### src/rtl/assert_macros.svh
// ----------------------------------------------------------------------------
// Assertion macros
// Shared concurrent assertion wrappers. They compile to nothing when
// SYNTHESIS is defined.
// ----------------------------------------------------------------------------
`ifndef ASSERT_MACROS_SVH
`define ASSERT_MACROS_SVH

`ifndef SYNTHESIS

// Checks that a property holds at every rising edge outside reset.
`define ASSERT_PROP(label, clk, rst, prop, msg) \
  label: assert property (@(posedge clk) disable iff (rst) (prop)) else $error(msg);

// Checks that a condition never holds at a rising edge outside reset.
`define ASSERT_NEVER(label, clk, rst, cond, msg) \
  label: assert property (@(posedge clk) disable iff (rst) !(cond)) else $error(msg);

`else

`define ASSERT_PROP(label, clk, rst, prop, msg)
`define ASSERT_NEVER(label, clk, rst, cond, msg)

`endif

`endif

### src/rtl/ffp_pkg.sv
// ----------------------------------------------------------------------------
// File frame parser package
// Beat types, field kinds, status codes and constants shared by the parser.
// ----------------------------------------------------------------------------
`timescale 1ns / 1ps

package ffp_pkg;

  // Reset value of the expected type byte: ASCII 'F'.
  localparam logic [7:0] EXPECTED_TYPE_RESET = 8'h46;

  // Largest content position; the count saturates here.
  localparam logic [5:0] POSITION_MAX = 6'h3F;

  // Number of uuid bytes minus one: the last uuid byte has this position.
  localparam logic [5:0] UUID_LAST_POS = 6'd2;

  typedef enum logic [3:0] {
    KIND_TYPE    = 4'd0,
    KIND_SHI     = 4'd1,
    KIND_SLO     = 4'd2,
    KIND_HDR     = 4'd3,
    KIND_NAME    = 4'd4,
    KIND_UUID    = 4'd5,
    KIND_TOTAL   = 4'd6,
    KIND_PART    = 4'd7,
    KIND_CONTENT = 4'd8
  } kind_t;

  typedef enum logic [1:0] {
    STATUS_OK         = 2'd0,
    STATUS_SHORT      = 2'd1,
    STATUS_WRONG_TYPE = 2'd2
  } status_t;

  typedef struct packed {
    logic [7:0] data_byte;
    logic       last_byte;
  } ffp_in_t;

  typedef struct packed {
    kind_t       byte_kind;
    logic [5:0]  field_position;
    logic        packet_end;
    status_t     packet_status;
    logic        frame_valid;
    logic [15:0] sender_id;
    logic [1:0]  proof_kind;
    logic [5:0]  name_length;
    logic [23:0] uuid_value;
    logic [7:0]  total_parts;
    logic [7:0]  part_number;
  } ffp_out_t;

endpackage

### src/rtl/ffp_stage.sv
// ----------------------------------------------------------------------------
// File frame parser register stage
// One full-throughput valid/ready register slice for a packed beat.
// ----------------------------------------------------------------------------
`timescale 1ns / 1ps

module ffp_stage #(
  parameter type payload_t = logic
) (
  input  logic     clk,
  input  logic     rst,
  input  logic     up_valid,
  output logic     up_ready,
  input  payload_t up_data,
  output logic     down_valid,
  input  logic     down_ready,
  output payload_t down_data
);

  logic     valid;
  payload_t data;

  // The slot frees as its beat leaves, so a beat can enter every cycle while down_ready is high.
  assign up_ready   = !valid || down_ready;
  assign down_valid = valid;
  assign down_data  = data;

  always_ff @(posedge clk) begin
    if (rst) begin
      valid <= 1'b0;
    end else if (up_ready) begin
      valid <= up_valid;
    end
  end

  always_ff @(posedge clk) begin
    if (up_valid && up_ready) begin
      data <= up_data;
    end
  end

endmodule

### src/rtl/ffp_parse.sv
// ----------------------------------------------------------------------------
// File frame parser state update
// Holds the per-packet parse state and the expected type register, and
// builds the result beat for the byte in the input register.
// ----------------------------------------------------------------------------
`timescale 1ns / 1ps

module ffp_parse (
  input  logic             clk,
  input  logic             rst,
  input  logic             cfg_write_en,
  input  logic [7:0]       cfg_write_data,
  input  logic             advance,
  input  ffp_pkg::ffp_in_t item,
  output ffp_pkg::ffp_out_t result
);

  import ffp_pkg::*;

  logic [7:0]  expected_type;
  kind_t       phase;
  logic [5:0]  bytes_left;
  logic [5:0]  position_count;
  logic        type_mismatch;
  logic [15:0] held_sender;
  logic [1:0]  held_proof;
  logic [5:0]  held_name_length;
  logic [23:0] held_uuid;
  logic [7:0]  held_total;
  logic [7:0]  held_part;

  kind_t       phase_next;
  logic [5:0]  bytes_left_next;
  logic [5:0]  position_count_next;
  logic        type_mismatch_next;
  logic [15:0] held_sender_next;
  logic [1:0]  held_proof_next;
  logic [5:0]  held_name_length_next;
  logic [23:0] held_uuid_next;
  logic [7:0]  held_total_next;
  logic [7:0]  held_part_next;

  kind_t       kind;
  logic [5:0]  pos;
  status_t     status;
  logic        frame_ok;

  always_comb begin
    phase_next            = phase;
    bytes_left_next       = bytes_left;
    position_count_next   = position_count;
    type_mismatch_next    = type_mismatch;
    held_sender_next      = held_sender;
    held_proof_next       = held_proof;
    held_name_length_next = held_name_length;
    held_uuid_next        = held_uuid;
    held_total_next       = held_total;
    held_part_next        = held_part;
    kind                  = phase;
    pos                   = '0;

    case (phase)
      KIND_TYPE: begin
        type_mismatch_next = (item.data_byte != expected_type);
        phase_next         = KIND_SHI;
      end
      KIND_SHI: begin
        held_sender_next = {item.data_byte, 8'h00};
        phase_next       = KIND_SLO;
      end
      KIND_SLO: begin
        held_sender_next = {held_sender[15:8], item.data_byte};
        phase_next       = KIND_HDR;
      end
      KIND_HDR: begin
        held_proof_next       = item.data_byte[7:6];
        held_name_length_next = item.data_byte[5:0];
        bytes_left_next       = item.data_byte[5:0];
        position_count_next   = '0;
        phase_next            = (item.data_byte[5:0] == '0) ? KIND_UUID : KIND_NAME;
      end
      KIND_NAME: begin
        pos                 = position_count;
        position_count_next = position_count + 6'd1;
        bytes_left_next     = bytes_left - 6'd1;
        if (bytes_left_next == '0) begin
          position_count_next = '0;
          phase_next          = KIND_UUID;
        end
      end
      KIND_UUID: begin
        pos                 = position_count;
        held_uuid_next      = {held_uuid[15:0], item.data_byte};
        position_count_next = position_count + 6'd1;
        if (position_count >= UUID_LAST_POS) begin
          position_count_next = '0;
          phase_next          = KIND_TOTAL;
        end
      end
      KIND_TOTAL: begin
        held_total_next = item.data_byte;
        phase_next      = KIND_PART;
      end
      KIND_PART: begin
        held_part_next      = item.data_byte;
        position_count_next = '0;
        phase_next          = KIND_CONTENT;
      end
      default: begin
        kind = KIND_CONTENT;
        pos  = position_count;
        if (position_count < POSITION_MAX) begin
          position_count_next = position_count + 6'd1;
        end
        phase_next = KIND_CONTENT;
      end
    endcase
  end

  // Status is judged only on the last byte; a short packet wins over a
  // wrong type when it ends before the low sender byte.
  always_comb begin
    status   = STATUS_OK;
    frame_ok = 1'b0;
    if (item.last_byte) begin
      if (kind inside {KIND_TYPE, KIND_SHI}) begin
        status = STATUS_SHORT;
      end else if (type_mismatch_next) begin
        status = STATUS_WRONG_TYPE;
      end else if (kind inside {[KIND_SLO:KIND_TOTAL]}) begin
        status = STATUS_SHORT;
      end else begin
        frame_ok = 1'b1;
      end
    end
  end

  always_comb begin
    result.byte_kind      = kind;
    result.field_position = pos;
    result.packet_end     = item.last_byte;
    result.packet_status  = status;
    result.frame_valid    = frame_ok;
    result.sender_id      = held_sender_next;
    result.proof_kind     = held_proof_next;
    result.name_length    = held_name_length_next;
    result.uuid_value     = held_uuid_next;
    result.total_parts    = held_total_next;
    result.part_number    = held_part_next;
  end

  always_ff @(posedge clk) begin
    if (rst) begin
      expected_type <= EXPECTED_TYPE_RESET;
    end else if (cfg_write_en) begin
      expected_type <= cfg_write_data;
    end
  end

  always_ff @(posedge clk) begin
    if (rst || (advance && item.last_byte)) begin
      phase            <= KIND_TYPE;
      bytes_left       <= '0;
      position_count   <= '0;
      type_mismatch    <= 1'b0;
      held_sender      <= '0;
      held_proof       <= '0;
      held_name_length <= '0;
      held_uuid        <= '0;
      held_total       <= '0;
      held_part        <= '0;
    end else if (advance) begin
      phase            <= phase_next;
      bytes_left       <= bytes_left_next;
      position_count   <= position_count_next;
      type_mismatch    <= type_mismatch_next;
      held_sender      <= held_sender_next;
      held_proof       <= held_proof_next;
      held_name_length <= held_name_length_next;
      held_uuid        <= held_uuid_next;
      held_total       <= held_total_next;
      held_part        <= held_part_next;
    end
  end

endmodule

### src/rtl/file_frame_parser_core.sv
// ----------------------------------------------------------------------------
// File frame parser core
// Tags each byte of a file-transfer frame with its field and reports the
// decoded header fields and a status on the last byte of the packet.
// ----------------------------------------------------------------------------
`timescale 1ns / 1ps

// The parser takes one packet byte per beat, with a flag on the final byte,
// and returns exactly one result beat for every input beat, in order. A
// frame is a type byte, a big-endian 16-bit sender, a header byte (proof
// kind in the upper two bits, name length in the lower six), the name bytes,
// a big-endian 24-bit uuid, a total-parts byte, a part-number byte and then
// content up to the end of the packet. Each result names the field its byte
// belongs to and the byte's position inside that field (content positions
// stop counting at 63), and carries every field decoded so far in the
// packet, with fields not yet reached reading as zero. On the last byte the
// status says whether the packet was too short (fewer than three bytes, or
// ended before the part number), carried a type byte other than the
// configured one, or parsed cleanly, in which case frame_valid is set. The
// parse state returns to its reset value after every last byte. Throughput
// is one byte per clock cycle while out_ready stays high. The result is
// offered from the result register; the combinational state update sits
// between the input register and the result register. Both registers are
// full-throughput slices, so a result waiting on out_ready does not stop
// the next byte from being taken as long as the result register frees in
// the same cycle. The expected type byte resets to ASCII 'F' and may be
// written through cfg_write_en and cfg_write_data while no packet byte is
// in flight.

module file_frame_parser_core (
  input  logic              clk,
  input  logic              rst,
  input  logic              cfg_write_en,
  input  logic [7:0]        cfg_write_data,
  input  logic              in_valid,
  output logic              in_ready,
  input  ffp_pkg::ffp_in_t  in_data,
  output logic              out_valid,
  input  logic              out_ready,
  output ffp_pkg::ffp_out_t out_data
);

  import ffp_pkg::*;

  `include "assert_macros.svh"

  // Byte held in the input register, waiting for the parser.
  logic     held_valid;
  logic     held_ready;
  ffp_in_t  held_item;

  // Combinational result for the held byte.
  ffp_out_t parse_result;

  // The parse state moves forward exactly when the held byte enters the
  // result register.
  logic     advance;

  assign advance = held_valid && held_ready;

  ffp_stage #(
    .payload_t (ffp_in_t)
  ) u_in_stage (
    .clk        (clk),
    .rst        (rst),
    .up_valid   (in_valid),
    .up_ready   (in_ready),
    .up_data    (in_data),
    .down_valid (held_valid),
    .down_ready (held_ready),
    .down_data  (held_item)
  );

  ffp_parse u_parse (
    .clk            (clk),
    .rst            (rst),
    .cfg_write_en   (cfg_write_en),
    .cfg_write_data (cfg_write_data),
    .advance        (advance),
    .item           (held_item),
    .result         (parse_result)
  );

  ffp_stage #(
    .payload_t (ffp_out_t)
  ) u_out_stage (
    .clk        (clk),
    .rst        (rst),
    .up_valid   (held_valid),
    .up_ready   (held_ready),
    .up_data    (parse_result),
    .down_valid (out_valid),
    .down_ready (out_ready),
    .down_data  (out_data)
  );

  // A clean frame is only ever reported on its last byte, after the part
  // number has been seen.
  `ASSERT_PROP(a_valid_needs_end, clk, rst,
    (out_valid && out_data.frame_valid) |-> (out_data.packet_end &&
    (out_data.byte_kind == KIND_PART || out_data.byte_kind == KIND_CONTENT)),
    "frame_valid outside a complete packet end")

  // Bytes before the end of a packet always carry the neutral status.
  `ASSERT_PROP(a_status_only_at_end, clk, rst,
    (out_valid && !out_data.packet_end) |->
    (out_data.packet_status == STATUS_OK && !out_data.frame_valid),
    "status reported before packet end")

  // A success flag and an error status never come together.
  `ASSERT_NEVER(a_valid_with_error, clk, rst,
    out_valid && out_data.frame_valid && out_data.packet_status != STATUS_OK,
    "frame_valid with an error status")

  // Both register slices are empty when reset ends, so a byte can be taken.
  `ASSERT_PROP(a_ready_after_reset, clk, rst, $fell(rst) |-> in_ready, "input not ready after reset")

endmodule
### config.mk
export PLATFORM = sky130hd
export DESIGN_NAME = file_frame_parser_core
export DESIGN_NICKNAME = d
export VERILOG_FILES = /design/src/rtl/ffp_pkg.sv /design/src/rtl/ffp_stage.sv /design/src/rtl/ffp_parse.sv /design/src/rtl/file_frame_parser_core.sv
export VERILOG_INCLUDE_DIRS = /design/src /design/src/rtl
export SDC_FILE = /design/constraint.sdc
export NUM_CORES = 1
export LEC_CHECK = 0
export BUFFER_PORTS_ARGS = -buffer_cell sky130_fd_sc_hd__buf_2
export CAP_MARGIN = 10
export CORE_MARGIN = 4
export CORE_UTILIZATION = 50
export DETAILED_ROUTE_END_ITERATION = 8
export PLACE_DENSITY = 0.79
export SKIP_CTS_REPAIR_TIMING = 1
export SYNTH_ARGS = -nofsm -noshare
export SYNTH_HDL_FRONTEND = slang
export SYNTH_SLANG_ARGS = --single-unit
export TNS_END_PERCENT = 20
### constraint.sdc
create_clock -name clk -period 6.9 [get_ports clk]
set_clock_uncertainty 0.2 [all_clocks]
set_input_delay 0.345 -clock clk [delete_from_list [all_inputs] [get_ports clk]]
set_output_delay 0.345 -clock clk [all_outputs]
set_load 0.1 [all_outputs]
==> results_dict.tcl <==
set metrics [dict create \
    diodes 0 \
    tightestPinTransition_ns 1.092 \
    gr-total-overflow 0 \
    path_delay_family "buffers and inverters" \
    die_width_um 129.0 \
    synthArstFlopShare 0 \
    violations "negative hold slack" \
    dieHeight_um 129.0 \
    synth_cell_types 53 \
    yosysSeqAreaShare 0.6060 \
    finalHoldViolCount 2 \
    max_freq_mhz 286.9 \
    ff2ff_path_depth 7 \
    r2r_end "u_parse.held_sender[0]" \
    worst_path_max_delay_cell "buf_4" \
    dr.first_iter.drc_count 437 \
    p_total_mw 2.308 \
    r2r_setup_slack_ns 3.41 \
    worstSetupPathType "register to register" \
    yosysTopAreaCell "edfxtp_1" \
    yosysWarningCount 0 \
    max_stage_delay_ns 0.93 \
    ios 102 \
    grt_pass1_wl_um 24390 \
    dr.pass1.iters 5 \
    rsz0062_at_grt "false" \
    cts_tree "yes" \
    arrival_ns 3.57 \
    coreArea_sq_um 14100 \
    syn_to_final_growth_pct 17.49 \
    die-area_sq_um 16630 \
    clk_path_buf_depth 2 \
    crit_path_end_kind "register" \
    layout-drive-gt1-share 0.2819 \
    ys_ff_latch 178 \
    worstHoldPathType "input pin to register" \
    synthFlopType "dfxtp_1" \
    drc 0 \
    path_buf_inv 2 \
    slew_headroom 0.2704 \
    viasPerCell 5.531 \
    dp_hpwl_um 9860 \
    crit_required_ns 6.98 \
    clk_latency_ns 0.42 \
    gp_congestion 0.8431 \
    finalCritPeriodShare 0.5052 \
    grt_usage 0.1882 \
    synth_area_sq_um 7317 \
    setup_viol 0 \
    totalNegativeSetupSlack_ns 0 \
    num_rows 43 \
    synth_edf_count 87 \
    grt_pass1_vias 4822 \
    cts-root-buf "clkbuf_16" \
    numCtsBuffers 17 \
    antenna_found_initial 0 \
    crit_path_start_kind "register" \
    synth_nets 638 \
    numPortBuffers 101 \
    drv_cap 0 \
    min_path_cells 3 \
    postRouteAntennaNets 0 \
    hold_ws_ns -0.01239 \
    wire_per_inst_um 17.28 \
    drv_slew 0 \
    fillers 1129 \
    drt-total-wl_um 15560 \
    htreeDepth 4 \
    num-nets-final 733 \
    route.vias.total 4978 \
    vdd_ir_drop_max_v 0.0001716 \
    holdPathEnd "u_parse.expected_type[5]" \
    holdCritStartpoint "cfg_write_data[5]" \
    initial_utilization 0.5191 \
    synth_top_cell_area_share 0.3570 \
    grt_max_degree 81 \
    clk_pin_slew_ns 0.06 \
    synth_area_leaders "edfxtp_1 (36%), dfxtp_1 (25%), mux2_2 (8.6%)" \
    p_leak_nw 3.343 \
    critPathMaxFanout 80 \
    status "complete, but fails checks" \
    r2r-start "u_out_stage.down_valid" \
    cts.sinks 178 \
    pwr_density_cell_nw_per_um2 268.5 \
    synth_area_per_cell_sq_um 11.96 \
    path_cells "nand2b_1, nand2_1, inv_4, buf_4, o21ai_1, a22oi_1, nor2_1" \
    syn_inst 612 \
    finalCriticalPeriod_ns 3.486 \
]
[power by group]
part / internal, mW / switching, mW
Clock: 0.514 / 0.390
Combinational: 0.0465 / 0.194
Sequential: 1.14 / 0.0270
Total: 1.70 / 0.612
[worst min-delay path: stages]
cell and delay, ns:
buf_2 0.09, mux2i_1 0.06, nor2_1 0.08
[through the flow]
step / utilization / worst slack [ns] / cells / instance area (sq um)
2_1_floorplan: - / 2.608 / 612 / 7317
3_3_place_gp: 0.5595 / 3.503 / 853 / 7886
3_5_place_dp: 0.5595 / 3.276 / 853 / 7886
4_1_cts: 0.5992 / 3.410 / 885 / 8447
5_1_grt: 0.6099 / 3.195 / 900 / 8597
6_report: 0.6099 / 3.414 / 900 / 8597
[flip-flops by register name, summed over array words and instances, names as in the netlist]
signal,cells
u_in_stage.down_data,9
u_in_stage.down_valid,1
u_out_stage.down_data,78
u_out_stage.down_valid,1
u_parse.bytes_left,6
u_parse.expected_type,8
u_parse.held_name_length,6
u_parse.held_part,8
u_parse.held_proof,2
u_parse.held_sender,16
u_parse.held_total,8
u_parse.held_uuid,24
u_parse.phase,4
u_parse.position_count,6
u_parse.type_mismatch,1
[cell usage after synthesis (all sizes together) (2+ instances only)]
cell type  number
nand3          21
xor2           10
a31oi           2
a211o           3
clkbuf         16
ha              4
and3            4
a21oi          38
inv             8
xnor2           3
nor2b          15
nand2b          3
a22oi           9
nor3b           2
buf            27
and4            2
a21o            2
o21ai          11
o311a           2
mux2i          40
nand2          52
a221oi          2
dfxtp          91
edfxtp         87
a22o            8
and2            5
nor2           63
nor4            6
mux2           56
nor3            6
[cells by family after synthesis]
family                     synth area share
AOI/OAI and AO/OA                   0.07455
xor gates and xnor gates            0.01556
adders and majority gates          0.006840
buffers and inverters               0.03266
DFF                                  0.6060
muxes                                0.1409
and+or+nand+nor                      0.1235
[area by class of cell]
| class | instances | area, sq um | area share |
|---|---|---|---|
| Clock buffer | 19 | 452.9 | 0.05269 |
| Clock inverter | 13 | 107.6 | 0.01252 |
| Inverter | 8 | 32.53 | 0.003784 |
| Multi-Input combinational cell | 383 | 2666 | 0.3101 |
| Sequential cell | 178 | 4434 | 0.5158 |
| Tap cell | 180 | 225.2 | 0.02620 |
| Timing Repair Buffer | 119 | 678.2 | 0.07888 |
[worst max-delay path by stage]
stage,slack (ns),endpoint,startpoint,cells past startpoint
after floorplan,2.61,u_out_stage.down_data[0],u_out_stage.down_valid,5
after global placement,3.50,u_parse.held_sender[6],out_ready,8
after detailed placement,3.28,u_parse.held_sender[0],out_ready,8
after CTS,3.41,u_parse.held_sender[0],u_out_stage.down_valid,7
after global routing,3.20,u_parse.held_sender[0],u_in_stage.down_valid,6
final,3.41,u_parse.held_sender[0],u_out_stage.down_valid,7
[routing by layer]
layer  global-route usage  share of wire  vias to the layer above
met2               0.2973           0.48                      149
met5                    0              0                        -
met4              0.08153          0.023                        0
met3              0.05189          0.062                       34
li1                     -              -                     2382
met1               0.2441           0.44                     2413
[cells in the final DEF, fill, tap and decap left out, types with 3 or more instances in the layout]
master         count
buf_2            101
dfxtp_1           91
edfxtp_1          87
nor2_1            63
mux2_2            56
nand2_1           52
mux2i_1           40
a21oi_1           38
nand3_1           20
clkbuf_16         17
nor2b_1           15
dlygate4sd3_1     15
xor2_1            10
a22oi_1            9
o21ai_0            9
a22o_1             8
inv_1              7
nor4_1             6
and2_1             5
and3_1             4
ha_1               4
clkinv_2           4
nand2b_1           3
xnor2_1            3
nor3_1             3
a211o_1            3
inv_6              3
buf_4              3
No activity file was read; power rests on OpenSTA's default activity.
